===== src/hw/rtl/assert_macros.svh =====
// Assertion helpers shared by the RTL.
`ifndef ASSERT_MACROS_SVH
`define ASSERT_MACROS_SVH
`ifndef SYNTHESIS
`define ASSERT_CLK(lbl, clk, rst_n, prop, msg) \
    lbl: assert property (@(posedge clk) disable iff (!rst_n) (prop)) else $error(msg);
`define ASSERT_CLK_ANY(lbl, clk, prop, msg) \
    lbl: assert property (@(posedge clk) (prop)) else $error(msg);
`else
`define ASSERT_CLK(lbl, clk, rst_n, prop, msg)
`define ASSERT_CLK_ANY(lbl, clk, prop, msg)
`endif
`endif


===== src/hw/rtl/bfha_ram.sv =====
module bfha_ram #(
    parameter int Width = 33,
    parameter int Depth = 64
) (
    input  logic                     i_clk,
    input  logic                     i_we,
    input  logic [$clog2(Depth)-1:0] i_waddr,
    input  logic [Width-1:0]         i_wdata,
    input  logic [$clog2(Depth)-1:0] i_raddr,
    output logic [Width-1:0]         o_rdata
);
    logic [Width-1:0] r_mem [Depth];
    // Write and registered read
    always_ff @(posedge i_clk) begin
        if (i_we) r_mem[i_waddr] <= i_wdata;
        o_rdata <= r_mem[i_raddr];
    end
endmodule


===== config.mk =====
export PLATFORM = sky130hd
export DESIGN_NAME = bfha_ram
export DESIGN_NICKNAME = d
export VERILOG_FILES = /design/src/hw/rtl/assert_macros.svh /design/src/hw/rtl/bfha_ram.sv
export SDC_FILE = /design/constraint.sdc
export NUM_CORES = 2
export LEC_CHECK = 0
export ABC_CLOCK_PERIOD_IN_PS = 2910
export BUFFER_PORTS_ARGS = -buffer_cell sky130_fd_sc_hd__buf_2
export CAP_MARGIN = 20
export CORE_MARGIN = 2
export CORE_UTILIZATION = 25
export DETAILED_ROUTE_END_ITERATION = 10
export GPL_TIMING_DRIVEN = 0
export SYNTH_ARGS = -nofsm -noshare
export SYNTH_HDL_FRONTEND = slang
export SYNTH_SLANG_ARGS = --single-unit

===== constraint.sdc =====
create_clock -name i_clk -period 2.91 [get_ports i_clk]
set_input_delay 0 -clock i_clk [delete_from_list [all_inputs] [get_ports i_clk]]
set_output_delay 0 -clock i_clk [all_outputs]
set_load 0.05 [all_outputs]

# After elaboration in Yosys (flattened, before gate mapping)
# Memories as Yosys holds them, arrays and structs flattened. A register that Yosys moved wholly into a read port is not among the register bits.
# Cells that the tools add are included.
[classes]
n_addsub = 0
n_mul = 0
div_mod_pow = 0
n_lt_le_gt_ge = 0
eq_ne = 0
n_shift = 0
muxes = 2
n_bitwise = 0
reduce_logical = 0
[ops]
columns = ["operator", "n"]
rows = [
  ["1-bit two-way mux", 2],
]
[word_totals]
reg_bits = 0
latch_bits = 0
ram_bits = 2112
rom_bits = 0
in_bits = 47
out_inout_bits = 33
word_cells = 3
mem_count = 1
[memory_table]
columns = ["name", "words", "word_bits", "rd", "rd_ports_with_merged_regs", "write_ports", "line", "text"]
rows = [
  ["r_mem", 64, 33, 1, 1, 1, "bfha_ram.sv:12", "logic [Width-1:0] r_mem [Depth];"],
]

# Logic depth before layout (Yosys ltp)
[depth]
ltp_word = 2
ltp_mapped = 10
mapped_depth_nobuf = 5

# Worst setup path before layout
# OpenSTA, ideal clock, no wires.
[synth_path]
path_kind = "input to register"
start = "input port i_waddr[3]"
end = "memory r_mem[48][0], enable pin"
setup_time_ps = 464
arrival_ps = 2766
required_ps = 2446
slack_ps = -320
path_stages = 4
path_cell_list = "clkbuf_1 -> nor2b_1 -> nand4b_1 -> nor3_1"
[synth_rtl]
columns = ["element", "line", "text"]
rows = [
  ["start, declared", "bfha_ram.sv:7", "input logic [$clog2(Depth)-1:0] i_waddr,"],
  ["end, declared", "bfha_ram.sv:12", ""],
]
# Straight into the memory's write port.

==> flow_metrics.tcl <==
set metrics [dict create \
    die-area_um2 329000 \
    status "completed" \
    antenna_left 0 \
    route.detailed.drc 0 \
    die_w_um 574 \
    start_util_pct 25.1 \
    crit_chain "buf_2, buf_2, or2_2, buf_1, clkbuf_1, o221ai_1, o22ai_1, and3_1" \
    syn_area_per_cell_um2 22.6 \
    finalSetupTns_ns 0 \
    ys_seq_area_share_pct 78.9 \
    worstSetupEndpointType "register" \
    p_leak_uw 0.0296 \
    totalWireLength_um 245000 \
    hpwlAfterDp_um 164000 \
    vias 41541 \
    grt_pass1_vias 40812 \
    tritoncts "built" \
    power_density_nw_per_um2 670 \
    max_freq_mhz 344 \
    finClkSkew_ns 0.0585 \
    cp_top_family "buffers and inverters" \
    drv_cap 0 \
    ir_drop_uv 471 \
    dpl.cell_count 8090 \
    place.gp.congestion 0.831 \
    min_path_type "in -> reg" \
    placementRows 209 \
    utilization_pct 30.0 \
    wl_per_cell_um 28.6 \
    report.final.hold_viol_count 0 \
    cts_buffer_depth 4 \
    max_stage_delay_ns 0.95 \
    clk_latency_ns 0.86 \
    fin_crit_ns 2.90 \
    ys_types 46 \
    finalPower_uw 65100 \
    first_pass_iters 6 \
    cp.required_ns 3.65 \
    placed_area_um2 89500 \
    grt_antenna_before_repair 28 \
    stdcell_count 8583 \
    yosys_warnings 0 \
    crit_type "in -> reg" \
    io_pins 80 \
    syn_area_um2 81200 \
    path_max_fanout 10 \
    port_buffers 70 \
    grt_max_degree 65 \
    drv_slew 0 \
    grtUsageTotal_pct 14.4 \
    cp.arrival_ns 3.64 \
    slowest_stage "clkbuf_1" \
    drtIter0Drc 6350 \
    maxSlewHeadroom_pct 14.6 \
    cts_root_buffer "clkbuf_16" \
    fin_area_um2 97200 \
    ys_ff_latch 2145 \
    syn2layout_area_growth_pct 19.7 \
    clkSlewWorstSetupHoldPaths_ns 0.06 \
    gr-total-overflow 0 \
    coreArea_um2 324000 \
    die-height_um 574 \
    drive_gt1_share_pct 27.8 \
    cts_buffers 221 \
    syn_nets 3645 \
    fin_nets 4095 \
    syn_inst 3598 \
    grt_pass1_wl_um 332000 \
    setup_violations 0 \
    tightest_slew_ns 1.28 \
    htree_num_levels 4 \
    vias_per_cell 4.84 \
    cp-start-kind "input pin" \
    crit_top_cell "buf_2" \
    critPathBufInv 4 \
    clock-sinks 2145 \
    finalCritPeriodShare_pct 99.8 \
]
==> cell usage in the layout, fill, tap and decap left out, types with 10 or more instances in the layout <==
| cell | n |
|---|---|
| a211oi_1 | 19 |
| a211oi_2 | 10 |
| a21oi_1 | 17 |
| a22oi_1 | 77 |
| and2_1 | 12 |
| and3_1 | 19 |
| buf_1 | 13 |
| buf_12 | 87 |
| buf_16 | 26 |
| buf_2 | 128 |
| buf_4 | 20 |
| buf_6 | 29 |
| buf_8 | 13 |
| bufinv_16 | 13 |
| clkbuf_1 | 124 |
| clkbuf_16 | 223 |
| clkinv_1 | 57 |
| clkinv_2 | 43 |
| dfxtp_1 | 33 |
| diode_2 | 35 |
| dlygate4sd3_1 | 33 |
| edfxtp_1 | 2112 |
| mux2i_1 | 96 |
| mux4_2 | 485 |
| nand2_1 | 101 |
| nand3_1 | 86 |
| nand4_1 | 41 |
| nor2_4 | 62 |
| nor2b_1 | 23 |
| o21ai_0 | 13 |
| o221ai_1 | 46 |
| o22ai_1 | 59 |
==> cells in the mapped netlist (all sizes together) <==
cell type  count  area, µm²
nor2          71        267
a31o           1       8.76
o221a          8       90.1
mux2           6       67.6
o2111ai        1       8.76
nand4         41        257
and3          19        119
a221oi         8       70.1
nand3b         2       15.0
a22oi         77        578
o22a           1       8.76
a211oi        29        268
clkinv         1       3.75
mux2i         96        961
nand2b         5       31.3
buf          122        877
or3b           3       26.3
clkbuf        82        308
and2          12       75.1
and4b          4       40.0
edfxtp      2112      63400
inv            2       7.50
a21oi         17       85.1
a211o          8       70.1
dfxtp         33        661
or3            3       18.8
nor3           5       25.0
mux4         485      10900
nand2        102        383
o211ai         8       60.1
o221ai        46        403
or2            1       6.26
o32ai          1       8.76
o21ai         13       65.1
nor2b         23        144
a31oi          4       25.0
nand4b         1       8.76
o22ai         59        369
nand3         86        430
==> through the flow <==
| step | worst slack [ns] | hold WS, ns |
|---|---|---|
| after global placement | -2.39 | 0.477 |
| final | 0.00674 | 0.0134 |
| after CTS | 0.0755 | 0.00576 |
| after global routing | -0.0175 | 0.00264 |
| after floorplan | 0.215 | 0.0989 |
| after detailed placement | -1.07 | 0.456 |
==> registers in the layout, indices dropped and copies added, names as in the netlist <==
| name | count |
|---|---|
| o_rdata | 33 |
| r_mem | 2112 |
==> routing by layer <==
metal	vias to the layer above	wire length, µm	track usage (%)
met5	-	58	0
met4	10	11100	6.18
met3	460	25500	3.30
met2	2528	113000	22.6
met1	22194	95700	19.1
li1	16349	-	-
==> worst register-to-register path, delay by kind of cell, from the launching register on <==
| family | cells | cell delay [ns] |
|---|---|---|
| compound gates | 2 | 0.94 |
| flops | 1 | 0.37 |
| mux | 1 | 0.46 |
| simple gates | 2 | 0.48 |
==> path summary, 6_finish.rpt <==
path | startpoint | endpoint | slack, ns | cells past startpoint
setup / recovery | i_raddr[2] | o_rdata[19] | 0.007 | 8
hold / removal | i_wdata[8] | r_mem[50][8] | 0.01 | 2
setup reg to reg | r_mem[42][17] | o_rdata[17] | 0.56 | 5
hold reg to reg | r_mem[26][14] | o_rdata[14] | 0.94 | 4
==> logic make-up after synthesis <==
group	Yosys count	share of synthesized area, %
flops	2145	78.9
mux	587	14.7
simple gates	378	2.27
compound gates	281	2.61
buf+inv	207	1.47
==> what timing repair did <==
action,4_1_cts,5_1_grt
setup endpoints to repair,6,0
buffers inserted,0,0
resized for setup,2,0
hold endpoints to repair,1778,0
hold buffers,33,0
==> where the power goes <==
part           switching [µW]  leakage, µW  internal [µW]
clock                   11800      0.00331          15200
sequential               61.8       0.0193          34200
combinational            2670      0.00697           1240
==> layout make-up <==
| type | instances | area, µm² |
|---|---|---|
| clock buffer | 267 | 5750 |
| inverter | 3 | 11.3 |
| multi-input combinational | 1246 | 16400 |
| clock inverter | 131 | 998 |
| sequential | 2145 | 64100 |
| buffer | 204 | 1190 |
| tap | 4325 | 5410 |
| fill | 31266 | 227000 |
| antenna | 35 | 87.6 |
| timing repair buffer | 227 | 3270 |
(Power assumes the default switching activity.)
